**src/hdl/ppc_pkg.sv**
```systemverilog
// Shared types, widths, codes and edge classification for the plane clipper.
`timescale 1ns / 1ps
package ppc_pkg;

   localparam int COORD_W   = 32;
   localparam int NORM_W    = 32;
   localparam int OFFS_W    = 32;
   localparam int TOL_W     = 16;
   localparam int FRAC_W    = 30;
   localparam int PROD_W    = 64;
   localparam int SUM_W     = PROD_W + 2;
   localparam int DIST_W    = SUM_W - FRAC_W;
   localparam int DEN_W     = DIST_W + 1;
   localparam int T_W       = FRAC_W + 1;
   localparam int NUM_W     = DIST_W + FRAC_W + 1;
   localparam int DELTA_W   = COORD_W + 1;
   localparam int LPROD_W   = DELTA_W + T_W;
   localparam int OFF_W     = LPROD_W - FRAC_W;
   localparam int STEP_W    = $clog2(T_W);

   localparam int MAX_VERTICES = 32;
   localparam int COUNT_W      = 7;
   localparam int COUNT_CAP    = (2 * MAX_VERTICES > 127) ? 127 : 2 * MAX_VERTICES;
   localparam int MIN_KEPT     = 3;

   localparam int CSR_IDX_W = 3;
   localparam logic [CSR_IDX_W-1:0] CSR_NORMAL_X  = 3'd0;
   localparam logic [CSR_IDX_W-1:0] CSR_NORMAL_Y  = 3'd1;
   localparam logic [CSR_IDX_W-1:0] CSR_NORMAL_Z  = 3'd2;
   localparam logic [CSR_IDX_W-1:0] CSR_OFFSET    = 3'd3;
   localparam logic [CSR_IDX_W-1:0] CSR_TOLERANCE = 3'd4;

   // job codes carried through the queue
   localparam logic [1:0] OP_Q   = 2'd0;   // emit the far end
   localparam logic [1:0] OP_I   = 2'd1;   // emit the intersection
   localparam logic [1:0] OP_IQ  = 2'd2;   // emit intersection, then far end
   localparam logic [1:0] OP_END = 2'd3;   // end-of-polygon marker

   typedef struct packed {
      logic signed [NORM_W-1:0] nx;
      logic signed [NORM_W-1:0] ny;
      logic signed [NORM_W-1:0] nz;
      logic signed [OFFS_W-1:0] offset;
      logic [TOL_W-1:0]         tol;
   } cfg_type;

   typedef struct packed {
      logic [1:0]                  op;
      logic [2:0][COORD_W-1:0]     p;
      logic [2:0][COORD_W-1:0]     q;
      logic [DIST_W-1:0]           a1;
      logic [DIST_W-1:0]           a2;
   } job_type;

   function automatic logic [DIST_W-1:0] dist_mag(input logic signed [DIST_W-1:0] d);
      return d[DIST_W-1] ? DIST_W'(-d) : DIST_W'(d);
   endfunction

   // true when the edge from d1 to d2 emits anything
   function automatic logic edge_keeps(input logic signed [DIST_W-1:0] d1,
                                       input logic signed [DIST_W-1:0] d2,
                                       input logic [TOL_W-1:0] tol);
      logic in1, in2, near1, near2;
      in1   = (d1 <= 0);
      in2   = (d2 <= 0);
      near1 = (dist_mag(d1) <= DIST_W'(tol));
      near2 = (dist_mag(d2) <= DIST_W'(tol));
      priority if ((in1 && in2) || (!in1 && near2)) return 1'b1;
      else if (near1 && !in2) return 1'b0;
      else return (in1 != in2);
   endfunction

   function automatic logic [1:0] edge_op(input logic signed [DIST_W-1:0] d1,
                                          input logic signed [DIST_W-1:0] d2,
                                          input logic [TOL_W-1:0] tol);
      logic in1, in2, near2;
      in1   = (d1 <= 0);
      in2   = (d2 <= 0);
      near2 = (dist_mag(d2) <= DIST_W'(tol));
      priority if ((in1 && in2) || (!in1 && near2)) return OP_Q;
      else if (in1) return OP_I;
      else return OP_IQ;
   endfunction

endpackage

```
**src/hdl/ppc_queue.sv**
```systemverilog
// Two-entry job queue between the front and back ends.
`timescale 1ns / 1ps
module ppc_queue import ppc_pkg::*; (
   input  logic    clock,
   input  logic    reset,
   input  logic    push,
   input  job_type push_job,
   output logic    full,
   input  logic    pop,
   output job_type pop_job,
   output logic    empty
);

   job_type    entry_ff [2];
   logic       wr_ff, rd_ff;
   logic [1:0] count_ff;

   assign full    = (count_ff == 2'd2);
   assign empty   = (count_ff == 2'd0);
   assign pop_job = entry_ff[rd_ff];

   always_ff @(posedge clock) begin
      if (reset) begin
         wr_ff    <= 1'b0;
         rd_ff    <= 1'b0;
         count_ff <= 2'd0;
      end else begin
         if (push) wr_ff <= ~wr_ff;
         if (pop)  rd_ff <= ~rd_ff;
         count_ff <= count_ff + 2'(push) - 2'(pop);
      end
   end

   always_ff @(posedge clock) begin
      if (push) entry_ff[wr_ff] <= push_job;
   end

endmodule

```
**config.mk**
```make
export PLATFORM = sky130hd
export DESIGN_NAME = ppc_queue
export DESIGN_NICKNAME = d
export VERILOG_FILES = /design/src/hdl/ppc_pkg.sv /design/src/hdl/ppc_queue.sv
export SDC_FILE = /design/constraint.sdc
export NUM_CORES = 1
export LEC_CHECK = 0
export ABC_AREA = 1
export BUFFER_PORTS_ARGS = -buffer_cell sky130_fd_sc_hd__buf_2
export CAP_MARGIN = 0
export CELL_PAD_IN_SITES_DETAIL_PLACEMENT = 0
export CELL_PAD_IN_SITES_GLOBAL_PLACEMENT = 1
export CORE_UTILIZATION = 35
export DETAILED_ROUTE_END_ITERATION = 10
export PLACE_DENSITY_LB_ADDON = 0.2
export REMOVE_ABC_BUFFERS = 1
export SLEW_MARGIN = 15
export SYNTH_ARGS = -nofsm -noshare
export SYNTH_HDL_FRONTEND = slang
export SYNTH_SLANG_ARGS = --single-unit
```
**constraint.sdc**
```tcl
create_clock -name clock -period 41.7 [get_ports clock]
set_input_delay 8.34 -clock clock [delete_from_list [all_inputs] [get_ports clock]]
set_output_delay 8.34 -clock clock [all_outputs]
set_load 0.03 [all_outputs]
```
==> run_results.csv <==
group,metric,value,unit
layout,multiInputGateArea,4000,um2
detailed_routing,wl_met2,22900,um
setup_path,path_cells,"buf_4, buf_4, mux2_2, buf_2",
clocking,cts-root-buf,"clkbuf_16",
clocking,clkSlewWorstSetupHoldPaths,60,ps
power,p_leak,10.1,nW
synth,avgSynthCellArea,23.8,um2
setup_path,crit_arrival,4130,ps
floorplan,fp.coreArea,57700,um2
sta,rsz0062_at_grt,"no",
setup_path,crit_slowest_cell,"dfxtp_4",
setup_path,cp.required,33360,ps
clocking,post_cts_buffers,0,
grt,antenna_found_initial,12,
setup_path,setup.worst_path.end_class,"primary output",
flow_run,cap_viol_max_count,0,
synth,synth-seq-cells,537,
detailed_routing,routed-wl-met3,3870,um
detailed_routing,route.detailed.drc,0,
sta,hold_violations,0,
power,p_per_area,50.9,nW/um2
clocking,cts_tree,"done",
sta,min_period,12470,ps
detailed_routing,dr_total_vias,9973,
placement,hpwl,31100,um
clocking,clk_latency,590,ps
worst_hold_path,worstHoldPathType,"flop to flop",
detailed_routing,route.top_layer_used,"met5",
placement,dp.cells,2142,
detailed_routing,wl_met1,17800,um
setup_path,slowest_delay,970,ps
setup_path,cp_num_buf_inv,3,
synth,synth_cell_types,15,
status,status,"complete, no violations",
grt,grt_max_degree,82,
placement,gp_congestion,0.758,
layout,seq_area,16100,um2
setup_path,path_delay_family,"buffers and inverters",
layout,fin_cells,2252,
layout,area_growth,25.4,%
detailed_routing,first_pass_iters,6,
floorplan,rows,88,
synth,syn-cell-area,20500,um2
synth,synth.top_cell.area_share,0.781,
clocking,cts_buffer_depth,3,
synth,yosys_warnings,0,
grt,gr-total-overflow,0,
detailed_routing,viasPerCell,4.43,
floorplan,chipHeight,244,um
setup_path,startpoint_type,"flop",
clocking,cts_buffers,57,
sta,slew_viol_final,0,
synth,yosys.area.top_type,"edfxtp_1",
floorplan,start_util,0.355,
synth,synth_area_leaders,"edfxtp_1 (78%), mux2_4 (18%), mux2_2 (1.4%)",
floorplan,io_pins,538,
placement,port_buffers,537,
sta,setup_viol,0,
layout,drive_gt1_frac,0.607,
clocking,cts_resized,0,
detailed_routing,totalWireLength,45700,um
setup_path,critPathKind,"flop to primary output",
clocking,cts_sinks,537,
sta,fmax,80.2,MHz
layout,fillCellCount,5168,
floorplan,die_w,244,um
detailed_routing,ant_nets,0,
detailed_routing,wire_per_inst,20.3,um
synth,ys_seq_area_frac,0.785,
grt,grt_pass1_wl,65400,um
grt,grt_usage,0.149,
detailed_routing,drt-initial-drc-count,456,
synth,synth_cells,859,
sta,skew,9.79,ps
sta,fin_setup_tns,0,ps
clocking,cts_max_level,2,
layout,nNetsFinal,1708,
setup_path,cp_common_cell,"buf_4",
sta,worst_pin_slew,1120,ps
power,power,0.00131,W
sta,finalCritPeriodShare,0.299,
floorplan,dieArea,59400,um2
grt,grt_pass1_vias,10528,
power,ir_drop,31.7,uV
setup_path,crit_path_max_fanout,59,
sta,hold_ws,514,ps
clocking,hold_buffers,0,
sta,relSlewSlack,0.253,
==> worst paths after layout <==
path,from,to,slack [ps],cells after the start
max,flop,pop_job[6],29230,4
min,rd_ff,flop,510,2
max reg2reg,wr_ff,entry_ff[1][243],38660,4
min reg2reg,rd_ff,flop,510,2
==> cells by family (layout without fill, tap and decap cells) <==
family,count (synthesis),count (layout),synth area share
and+or+nand+nor,14,14,0.00269
adders and majority gates,2,2,0.00122
xor gates and xnor gates,1,1,0.000428
other,0,6,0
muxes,266,266,0.190
AOI/OAI and AO/OA,1,1,0.000244
buffers and inverters,38,660,0.0196
DFF,537,537,0.785
==> worst reg2reg max path, cell delays in order (launching register included) <==
cell     delay (ps)
dfxtp_1         390
nand2_1         150
inv_8           470
buf_4           890
buf_4           760
==> report_power, final <==
group	switching [W]	internal (W)
Clock	0.000202	0.000288
Combinational	0.000111	0.0000708
Sequential	0.00000946	0.000626
Total	0.000322	0.000985
==> routing by layer <==
metal  up-vias  global-route usage
li1       4590                   -
met5         -                   0
met3        80              0.0562
met4        18              0.0449
met2       340               0.253
met1      4945               0.173
==> placed cells by master, fill, tap and decap left out <==
cell,count
buf_4,11
edfxtp_1,532
clkinv_2,13
inv_1,7
nand2_1,4
dfxtp_1,4
a21oi_1,1
mux2_4,240
buf_2,537
clkbuf_16,59
xnor2_1,1
mux2_2,26
nand3_1,1
inv_8,1
nor2_1,7
diode_2,6
nor2_4,1
dfxtp_4,1
clkinvlp_4,3
bufinv_16,5
nor3_1,1
inv_6,2
clkinv_1,10
ha_1,2
clkbuf_1,12
==> state kept, by name, summed over array words and instances (netlist names), named ones only <==
| register | count |
|---|---|
| wr_ff | 1 |
| rd_ff | 1 |
| entry_ff | 532 |
| count_ff | 2 |
==> area by class of cell <==
class / count / area share
antenna: 6 / 0.000585
tap: 765 / 0.0373
clock inverter: 33 / 0.0114
timing repair buffer: 548 / 0.108
inverter: 8 / 0.00146
sequential: 537 / 0.626
clock buffer: 71 / 0.0593
multi-input combinational: 284 / 0.156
==> synth_stat cells <==
master and instances:
edfxtp_1 532, mux2_4 240, mux2_2 26, buf_6 16, buf_8 12, inv_1 8
nor2_1 8, dfxtp_1 5, nand2_1 4, buf_2 2, ha_1 2, a21oi_1 1
nand3_1 1, nor3_1 1, xnor2_1 1
==> through the flow <==
stage,area [um2],util,setup slack [ps]
finish,25700,0.445,29230
global route,25700,0.445,28960
CTS,25700,0.445,29070
detailed placement,23800,0.413,29730
global placement,23800,0.413,29720
floorplan,20100,-,21300
Note: power is estimated with default switching activity, not from simulation.
