===== config.mk =====
export PLATFORM = sky130hd
export DESIGN_NAME = ppc_back
export DESIGN_NICKNAME = d
export VERILOG_FILES = /design/src/hdl/ppc_pkg.sv /design/src/hdl/ppc_back.sv
export SDC_FILE = /design/constraint.sdc
export NUM_CORES = 2
export LEC_CHECK = 0
export BUFFER_PORTS_ARGS = -buffer_cell sky130_fd_sc_hd__buf_4
export CELL_PAD_IN_SITES_DETAIL_PLACEMENT = 2
export CELL_PAD_IN_SITES_GLOBAL_PLACEMENT = 2
export CORE_MARGIN = 4
export CORE_UTILIZATION = 45
export CTS_CLUSTER_DIAMETER = 40
export CTS_CLUSTER_SIZE = 25
export DETAILED_ROUTE_END_ITERATION = 8
export GPL_ROUTABILITY_DRIVEN = 0
export PLACE_DENSITY = 0.94
export SYNTH_ARGS = -nofsm -noshare
export SYNTH_HDL_FRONTEND = slang
export SYNTH_SLANG_ARGS = --single-unit

===== constraint.sdc =====
create_clock -name clock -period 56.6 [get_ports clock]
set_input_delay 16.98 -clock clock [delete_from_list [all_inputs] [get_ports clock]]
set_output_delay 16.98 -clock clock [all_outputs]
set_load 0.01 [all_outputs]

===== src/hdl/ppc_pkg.sv =====
// Shared types, widths, codes and edge classification for the plane clipper.
`timescale 1ns / 1ps
package ppc_pkg;

   localparam int COORD_W   = 32;
   localparam int NORM_W    = 32;
   localparam int OFFS_W    = 32;
   localparam int TOL_W     = 16;
   localparam int FRAC_W    = 30;
   localparam int PROD_W    = 64;
   localparam int SUM_W     = PROD_W + 2;
   localparam int DIST_W    = SUM_W - FRAC_W;
   localparam int DEN_W     = DIST_W + 1;
   localparam int T_W       = FRAC_W + 1;
   localparam int NUM_W     = DIST_W + FRAC_W + 1;
   localparam int DELTA_W   = COORD_W + 1;
   localparam int LPROD_W   = DELTA_W + T_W;
   localparam int OFF_W     = LPROD_W - FRAC_W;
   localparam int STEP_W    = $clog2(T_W);

   localparam int MAX_VERTICES = 32;
   localparam int COUNT_W      = 7;
   localparam int COUNT_CAP    = (2 * MAX_VERTICES > 127) ? 127 : 2 * MAX_VERTICES;
   localparam int MIN_KEPT     = 3;

   localparam int CSR_IDX_W = 3;
   localparam logic [CSR_IDX_W-1:0] CSR_NORMAL_X  = 3'd0;
   localparam logic [CSR_IDX_W-1:0] CSR_NORMAL_Y  = 3'd1;
   localparam logic [CSR_IDX_W-1:0] CSR_NORMAL_Z  = 3'd2;
   localparam logic [CSR_IDX_W-1:0] CSR_OFFSET    = 3'd3;
   localparam logic [CSR_IDX_W-1:0] CSR_TOLERANCE = 3'd4;

   // job codes carried through the queue
   localparam logic [1:0] OP_Q   = 2'd0;   // emit the far end
   localparam logic [1:0] OP_I   = 2'd1;   // emit the intersection
   localparam logic [1:0] OP_IQ  = 2'd2;   // emit intersection, then far end
   localparam logic [1:0] OP_END = 2'd3;   // end-of-polygon marker

   typedef struct packed {
      logic signed [NORM_W-1:0] nx;
      logic signed [NORM_W-1:0] ny;
      logic signed [NORM_W-1:0] nz;
      logic signed [OFFS_W-1:0] offset;
      logic [TOL_W-1:0]         tol;
   } cfg_type;

   typedef struct packed {
      logic [1:0]                  op;
      logic [2:0][COORD_W-1:0]     p;
      logic [2:0][COORD_W-1:0]     q;
      logic [DIST_W-1:0]           a1;
      logic [DIST_W-1:0]           a2;
   } job_type;

   function automatic logic [DIST_W-1:0] dist_mag(input logic signed [DIST_W-1:0] d);
      return d[DIST_W-1] ? DIST_W'(-d) : DIST_W'(d);
   endfunction

   // true when the edge from d1 to d2 emits anything
   function automatic logic edge_keeps(input logic signed [DIST_W-1:0] d1,
                                       input logic signed [DIST_W-1:0] d2,
                                       input logic [TOL_W-1:0] tol);
      logic in1, in2, near1, near2;
      in1   = (d1 <= 0);
      in2   = (d2 <= 0);
      near1 = (dist_mag(d1) <= DIST_W'(tol));
      near2 = (dist_mag(d2) <= DIST_W'(tol));
      priority if ((in1 && in2) || (!in1 && near2)) return 1'b1;
      else if (near1 && !in2) return 1'b0;
      else return (in1 != in2);
   endfunction

   function automatic logic [1:0] edge_op(input logic signed [DIST_W-1:0] d1,
                                          input logic signed [DIST_W-1:0] d2,
                                          input logic [TOL_W-1:0] tol);
      logic in1, in2, near2;
      in1   = (d1 <= 0);
      in2   = (d2 <= 0);
      near2 = (dist_mag(d2) <= DIST_W'(tol));
      priority if ((in1 && in2) || (!in1 && near2)) return OP_Q;
      else if (in1) return OP_I;
      else return OP_IQ;
   endfunction

endpackage


===== src/hdl/ppc_back.sv =====
// Back end: runs edge jobs, divides and interpolates, and drives the result register.
`timescale 1ns / 1ps
module ppc_back import ppc_pkg::*; (
   input  logic               clock,
   input  logic               reset,
   input  job_type            pop_job,
   input  logic               empty,
   output logic               pop,
   output logic               rsp_valid,
   input  logic               rsp_stall,
   output logic [COORD_W-1:0] rsp_ox,
   output logic [COORD_W-1:0] rsp_oy,
   output logic [COORD_W-1:0] rsp_oz,
   output logic               rsp_is_vertex,
   output logic               rsp_last_of_run,
   output logic [COUNT_W-1:0] rsp_vertex_count,
   output logic               rsp_collapsed
);

   localparam logic [2:0] B_IDLE  = 3'd0;
   localparam logic [2:0] B_DIV   = 3'd1;
   localparam logic [2:0] B_MUL   = 3'd2;
   localparam logic [2:0] B_ADD   = 3'd3;
   localparam logic [2:0] B_EMITI = 3'd4;
   localparam logic [2:0] B_EMITQ = 3'd5;
   localparam logic [2:0] B_END   = 3'd6;

   logic [2:0]         state_ff, state_in;
   job_type            job_ff;
   logic [DEN_W-1:0]   den_ff, rem_ff;
   logic [T_W-1:0]     num_ff, quo_ff;
   logic [STEP_W-1:0]  step_ff;
   logic [1:0]         idx_ff;
   logic [LPROD_W-1:0] prod_ff;
   logic               neg_ff;
   logic [2:0][COORD_W-1:0] res_ff;
   logic [COUNT_W-1:0] cnt_ff;
   logic               out_valid_ff, out_free, emit;

   logic [DEN_W-1:0]   den_new;
   logic [NUM_W-1:0]   num_full;
   logic [DEN_W:0]     rem_shift;
   logic               qbit;
   logic signed [DELTA_W-1:0] delta;
   logic [DELTA_W-1:0] delta_mag;
   logic [LPROD_W-1:0] prod_rnd;
   logic [OFF_W-1:0]   off;
   logic [OFF_W-1:0]   lerp_sum;
   logic [COUNT_W-1:0] cnt_inc;

   assign out_free  = !out_valid_ff || !rsp_stall;
   assign rsp_valid = out_valid_ff;
   assign pop       = (state_ff == B_IDLE) && !empty;
   assign emit      = out_free &&
                      (state_ff == B_EMITI || state_ff == B_EMITQ || state_ff == B_END);
   assign cnt_inc   = (cnt_ff < COUNT_W'(COUNT_CAP)) ? cnt_ff + 1'b1 : cnt_ff;

   always_comb begin
      den_new   = DEN_W'(pop_job.a1) + DEN_W'(pop_job.a2);
      num_full  = (NUM_W'(pop_job.a1) << FRAC_W) + NUM_W'(den_new >> 1);
      rem_shift = {rem_ff, num_ff[T_W-1]};
      qbit      = (rem_shift >= {1'b0, den_ff});
      delta     = $signed({job_ff.q[idx_ff][COORD_W-1], job_ff.q[idx_ff]})
                - $signed({job_ff.p[idx_ff][COORD_W-1], job_ff.p[idx_ff]});
      delta_mag = delta[DELTA_W-1] ? DELTA_W'(-delta) : DELTA_W'(delta);
      prod_rnd  = prod_ff + (LPROD_W'(1) << (FRAC_W - 1));
      off       = prod_rnd[LPROD_W-1:FRAC_W];
      lerp_sum  = neg_ff ? OFF_W'($signed(job_ff.p[idx_ff])) - off
                         : OFF_W'($signed(job_ff.p[idx_ff])) + off;
   end

   always_comb begin
      state_in = state_ff;
      unique case (state_ff)
         B_IDLE: if (!empty) begin
            unique case (pop_job.op)
               OP_Q:    state_in = B_EMITQ;
               OP_END:  state_in = B_END;
               default: state_in = B_DIV;
            endcase
         end
         B_DIV:   if (step_ff == '0) state_in = B_MUL;
         B_MUL:   state_in = B_ADD;
         B_ADD:   state_in = (idx_ff == 2'd2) ? B_EMITI : B_MUL;
         B_EMITI: if (out_free) state_in = (job_ff.op == OP_IQ) ? B_EMITQ : B_IDLE;
         B_EMITQ: if (out_free) state_in = B_IDLE;
         B_END:   if (out_free) state_in = B_IDLE;
         default: state_in = B_IDLE;
      endcase
   end

   always_ff @(posedge clock) begin
      if (reset) begin
         state_ff     <= B_IDLE;
         out_valid_ff <= 1'b0;
         cnt_ff       <= '0;
      end else begin
         state_ff <= state_in;
         if (emit) out_valid_ff <= 1'b1;
         else if (!rsp_stall) out_valid_ff <= 1'b0;
         if (emit) cnt_ff <= (state_ff == B_END) ? '0 : cnt_inc;
      end
   end

   always_ff @(posedge clock) begin
      unique case (state_ff)
         B_IDLE: begin
            job_ff  <= pop_job;
            den_ff  <= den_new;
            rem_ff  <= DEN_W'(num_full[NUM_W-1:T_W]);
            num_ff  <= num_full[T_W-1:0];
            step_ff <= STEP_W'(T_W - 1);
            idx_ff  <= 2'd0;
         end
         B_DIV: begin
            rem_ff  <= qbit ? DEN_W'(rem_shift - {1'b0, den_ff}) : DEN_W'(rem_shift);
            num_ff  <= num_ff << 1;
            quo_ff  <= {quo_ff[T_W-2:0], qbit};
            step_ff <= step_ff - 1'b1;
         end
         B_MUL: begin
            prod_ff <= LPROD_W'(delta_mag) * LPROD_W'(quo_ff);
            neg_ff  <= delta[DELTA_W-1];
         end
         B_ADD: begin
            res_ff[idx_ff] <= lerp_sum[COORD_W-1:0];
            idx_ff         <= idx_ff + 1'b1;
         end
         default: ;
      endcase
   end

   // result register
   always_ff @(posedge clock) begin
      if (emit) begin
         unique case (state_ff)
            B_EMITI: begin
               {rsp_oz, rsp_oy, rsp_ox} <= res_ff;
               rsp_is_vertex    <= 1'b1;
               rsp_last_of_run  <= 1'b0;
               rsp_vertex_count <= '0;
               rsp_collapsed    <= 1'b0;
            end
            B_EMITQ: begin
               {rsp_oz, rsp_oy, rsp_ox} <= job_ff.q;
               rsp_is_vertex    <= 1'b1;
               rsp_last_of_run  <= 1'b0;
               rsp_vertex_count <= '0;
               rsp_collapsed    <= 1'b0;
            end
            default: begin
               {rsp_oz, rsp_oy, rsp_ox} <= '0;
               rsp_is_vertex    <= 1'b0;
               rsp_last_of_run  <= 1'b1;
               rsp_vertex_count <= cnt_ff;
               rsp_collapsed    <= (cnt_ff < COUNT_W'(MIN_KEPT));
            end
         endcase
      end
   end

endmodule


==> results of run 1 <==
[stage by stage]
step / cell area [um2] / utilization [%] / setup WS (ns) / hold slack, ns / std cells
3_5_place_dp: 69100 / 48.8 / 22.05 / 0.459 / 8501
4_1_cts: 72700 / 51.4 / 22.08 / 0.477 / 8691
3_3_place_gp: 69100 / 48.8 / 22.13 / 0.431 / 8501
2_1_floorplan: 64100 / - / 22.29 / 0.424 / 6443
[cell usage after synthesis (all sizes together) (24+ instances only)]
library cell	n
inv	1039
fa	898
nand2	839
edfxtp	573
and2	422
ha	391
nor2	322
clkbuf	261
a21oi	258
mux2i	171
xnor2	171
o21ai	155
a21o	111
xor2	101
nand3	81
nor2b	66
nor3	61
a211oi	45
buf	43
nand4	39
and3	36
nand2b	36
o21a	26
a31oi	24
[layer usage]
layer	track usage (%)	overflow
met3	58.2	2
met2	90.3	59
met5	40.6	0
met1	69.1	5
met4	75.5	65
[cell families after synthesis]
group                    count (synthesis)  synth area share, %
AO/OA/AOI/OAI                          783                 7.82
XOR/XNOR                               272                 3.72
adder cells (fa/ha/maj)               1289                 35.7
buffers and inverters                 1344                 7.91
flip-flops                             584                 27.2
multiplexers                           182                 2.86
AND/OR/NAND/NOR                       1989                 14.8
==> reports/results.txt, run 1 <==
input/output buffers - 377
post-CTS setup buffer count - 0
initial core utilization - 45.3%
number of synthesized flops with an enable pin - 573
Synth async-reset ratio - 0%
sequential fraction of the synthesis area - 27.2%
FF+latch count, synth - 584
post-cts resize count - 0
Stop stage - global routing
HPWL Detailed - 242000 um
Syn Area/Cell - 9.95 um2
top cells by area, synth - fa_1 (28%), edfxtp_1 (27%), ha_1 (7.6%)
Synth Instances - 6443
Rows - 138
mapped cell area - 64100 um2
Post-Syn Nets - 8002
CTS sink count - 584
pin count of the biggest net entering global routing - 166
Clock Tree Buf Depth - 3
CTS Buf Count - 102
Netlist cell types - 91
Top FF cell, synth - edfxtp_1
gr usage total - 72.8%
Synthesis Warnings - 0
Synth area leader - fa_1
die height - 385 um
Err - [ERROR GRT-0232] Routing congestion too high. Check the congestion heatmap in the GUI.
Root Buffer - clkbuf_16
Post-CTS Hold Buffers - 0
share of the synthesized area in the top cell type - 28.1%
die width - 385 um
grt ovf - 131
CTS H-Tree Depth - 3
Ports - 378
status - stopped before the end
==> run 2: changes to the inputs <==
- CELL_PAD_IN_SITES_DETAIL_PLACEMENT: 2 -> unset
- CELL_PAD_IN_SITES_GLOBAL_PLACEMENT: 2 -> unset
- CORE_UTILIZATION: 45 -> 37
- CTS_CLUSTER_DIAMETER: 40 -> unset
- CTS_CLUSTER_SIZE: 25 -> unset
- PLACE_DENSITY: 0.94 -> unset
- PLACE_DENSITY_LB_ADDON: unset -> 0.15
==> reports/results.txt, run 2 <==
status - finished clean (was stopped before the end)
Slew Limit Fails - 0
setup slack after placement - 22.17 ns (was 22.05 ns)
Rows - 152 (was 138)
Final Cell Area - 72000 um2
vias in the first global route - 48873
min-delay src - quo_ff[25]
most frequent cell after synthesis - inv_1 (unchanged)
die height - 424 um (was 385 um)
clk_lat worst skew - 0.69 ns
worst-case reg-to-reg path depth - 45
DR vias/cell - 5.11
max reg flops - 194
mapped cell area - 64100 um2 (unchanged)
DRT Wirelength - 193000 um
worst reg2reg path startpoint - idx_ff[0]
register name with the most flops - job_ff
critical path required time - 39.62 ns
CTS tree - done
FF+latch count, synth - 584 (unchanged)
Synth async-reset ratio - 0% (unchanged)
Reg2Reg Setup Slack - 40.82 ns
top flop regs - job_ff (194), res_ff (96)
gr usage total - 21.5%
maximum fanout along the worst path - 2
post-cts resize count - 0 (unchanged)
layout cells sized above 1 - 9.89%
Clock Skew - 0.0576 ns
first-pass GRT wire length - 298000 um
Synth area leader - fa_1 (unchanged)
ANT nets after route - 0
Top FF cell, synth - edfxtp_1 (unchanged)
Core Area - 172000 um2
Synth Instances - 6443 (unchanged)
initial core utilization - 37.3% (was 45.3%)
Post-Syn Nets - 8002 (unchanged)
die width - 424 um (was 385 um)
most frequent cells after synthesis - inv_1 (1037), fa_1 (898), nand2_1 (839), edfxtp_1 (573), and2_1 (422) (unchanged)
Final Hold Viols - 0
CTS H-Tree Depth - 3 (unchanged)
Area Growth Syn to Fin - 12.4%
Period minus WS final - 34.42 ns
HPWL Detailed - 143000 um (was 242000 um)
Clock Tree Buf Depth - 3 (unchanged)
Netlist cell types - 91 (unchanged)
DIE AREA - 180000 um2
Avg WL per Cell - 21.3 um
via count - 46228
placed inst area - 69700 um2 (was 69100 um2)
Nets - 8243
initial drt markers - 2752
Tightest Hold Check Type - reg2reg
Max Fclk - 29.1 MHz
Setup WS post-layout - 22.18 ns
drt first pass iters - 6
WHS Path Cells - 0
CTS Buf Count - 71 (was 102)
setup violators final - 0
Setup TNS - 0 ns
Max-Cap Viols - 0
commonest non-fill, non-tap cells in the layout - inv_1 (1036), fa_1 (898), nand2_1 (838)
normalized max-slew margin - 16.6%
input/output buffers - 377 (unchanged)
Synthesis Warnings - 0 (unchanged)
grt ovf - 0
share of the synthesized area in the top cell type - 28.1% (unchanged)
clock-pin slew on the worst setup and hold paths - 0.06 ns
Syn Area/Cell - 9.95 um2 (unchanged)
sequential fraction of the synthesis area - 27.2% (unchanged)
top cells by area, synth - fa_1 (28%), edfxtp_1 (27%), ha_1 (7.6%) (unchanged)
Worst Hold Endpoint - quo_ff[26]
DRC viols - 0
Ports - 378 (unchanged)
R2R Path End - prod_ff[59]
Root Buffer - clkbuf_16 (unchanged)
WP data arrival - 17.44 ns
CP startpoint kind - input port
Tightest Pin Transition - 1.25 ns
fillers - 16933
commonest non-fill, non-tap cell in the layout - inv_1
Period Utilization, post-route - 60.8%
Post-CTS Hold Buffers - 0 (unchanged)
post-CTS setup buffer count - 0 (unchanged)
number of synthesized flops with an enable pin - 573 (unchanged)
critical path class - in2out
CP Capture Type - output port
CTS sink count - 584 (unchanged)
worst setup path startpoint - empty
RSZ-0062 raised after global routing - no
initial antenna violation count - 5
pin count of the biggest net entering global routing - 158
[run 2: cell counts after synthesis]
Identical to the previous run, type by type.
[run 2: per-stage QoR]
| step | cells | hold WS (ns) | utilization [%] |
|---|---|---|---|
| 2_1_floorplan | 6443 | 0.424 | - |
| 3_3_place_gp | 8921 | 0.431 | 40.5 |
| 3_5_place_dp | 8921 | 0.440 | 40.5 |
| 4_1_cts | 9047 | 0.444 | 41.9 |
| 5_1_grt | 9047 | 0.469 | 41.9 |
| 6_report | 9049 | 0.438 | 41.9 |
[run 2: metal layers]
metal / share of wire, % / global-route usage (%) / up-vias
li1: - / - / 21182
met5: 0.013 / 0 / -
met3: 4.9 / 3.20 / 235
met1: 44 / 29.1 / 23663
met4: 2.1 / 4.66 / 4
met2: 49 / 36.8 / 1144
[run 2: cells by family (layout without fill, tap and decap cells)]
kind of cell	count (synthesis)	after routing	synth area share, %
adder cells (fa/ha/maj)	1289	1289	35.7
multiplexers	182	182	2.86
other	0	2	0
flip-flops	584	584	27.2
AO/OA/AOI/OAI	783	783	7.82
buffers and inverters	1344	1638	7.91
AND/OR/NAND/NOR	1989	1989	14.8
XOR/XNOR	272	272	3.72
[run 2: layout make-up]
| type | count | area, um2 | area share (%) |
|---|---|---|---|
| multi-input cells | 4515 | 41900 | 58.2 |
| flip-flops and latches | 584 | 17400 | 24.2 |
| inverters | 1040 | 3910 | 5.42 |
| repair buffers | 472 | 3560 | 4.94 |
| well taps | 2310 | 2890 | 4.01 |
| clock buffers | 85 | 1830 | 2.54 |
| clock inverters | 41 | 510 | 0.709 |
| diodes | 2 | 5.00 | 0.00695 |
[run 2: how the worst max path moves through the flow]
stage,to
floorplan,pop
global placement,pop
detailed placement,pop
CTS,pop
global route,pop
finish,pop
[run 2: critical path, stage by stage]
cell	delay, ns
buf_4	0.11
nor4_1	0.18
buf_4	0.17
Power of run 2 is left out: the tool's default activity adds up to more than one toggle a clock period on the data nets, which glitch-free logic cannot reach.
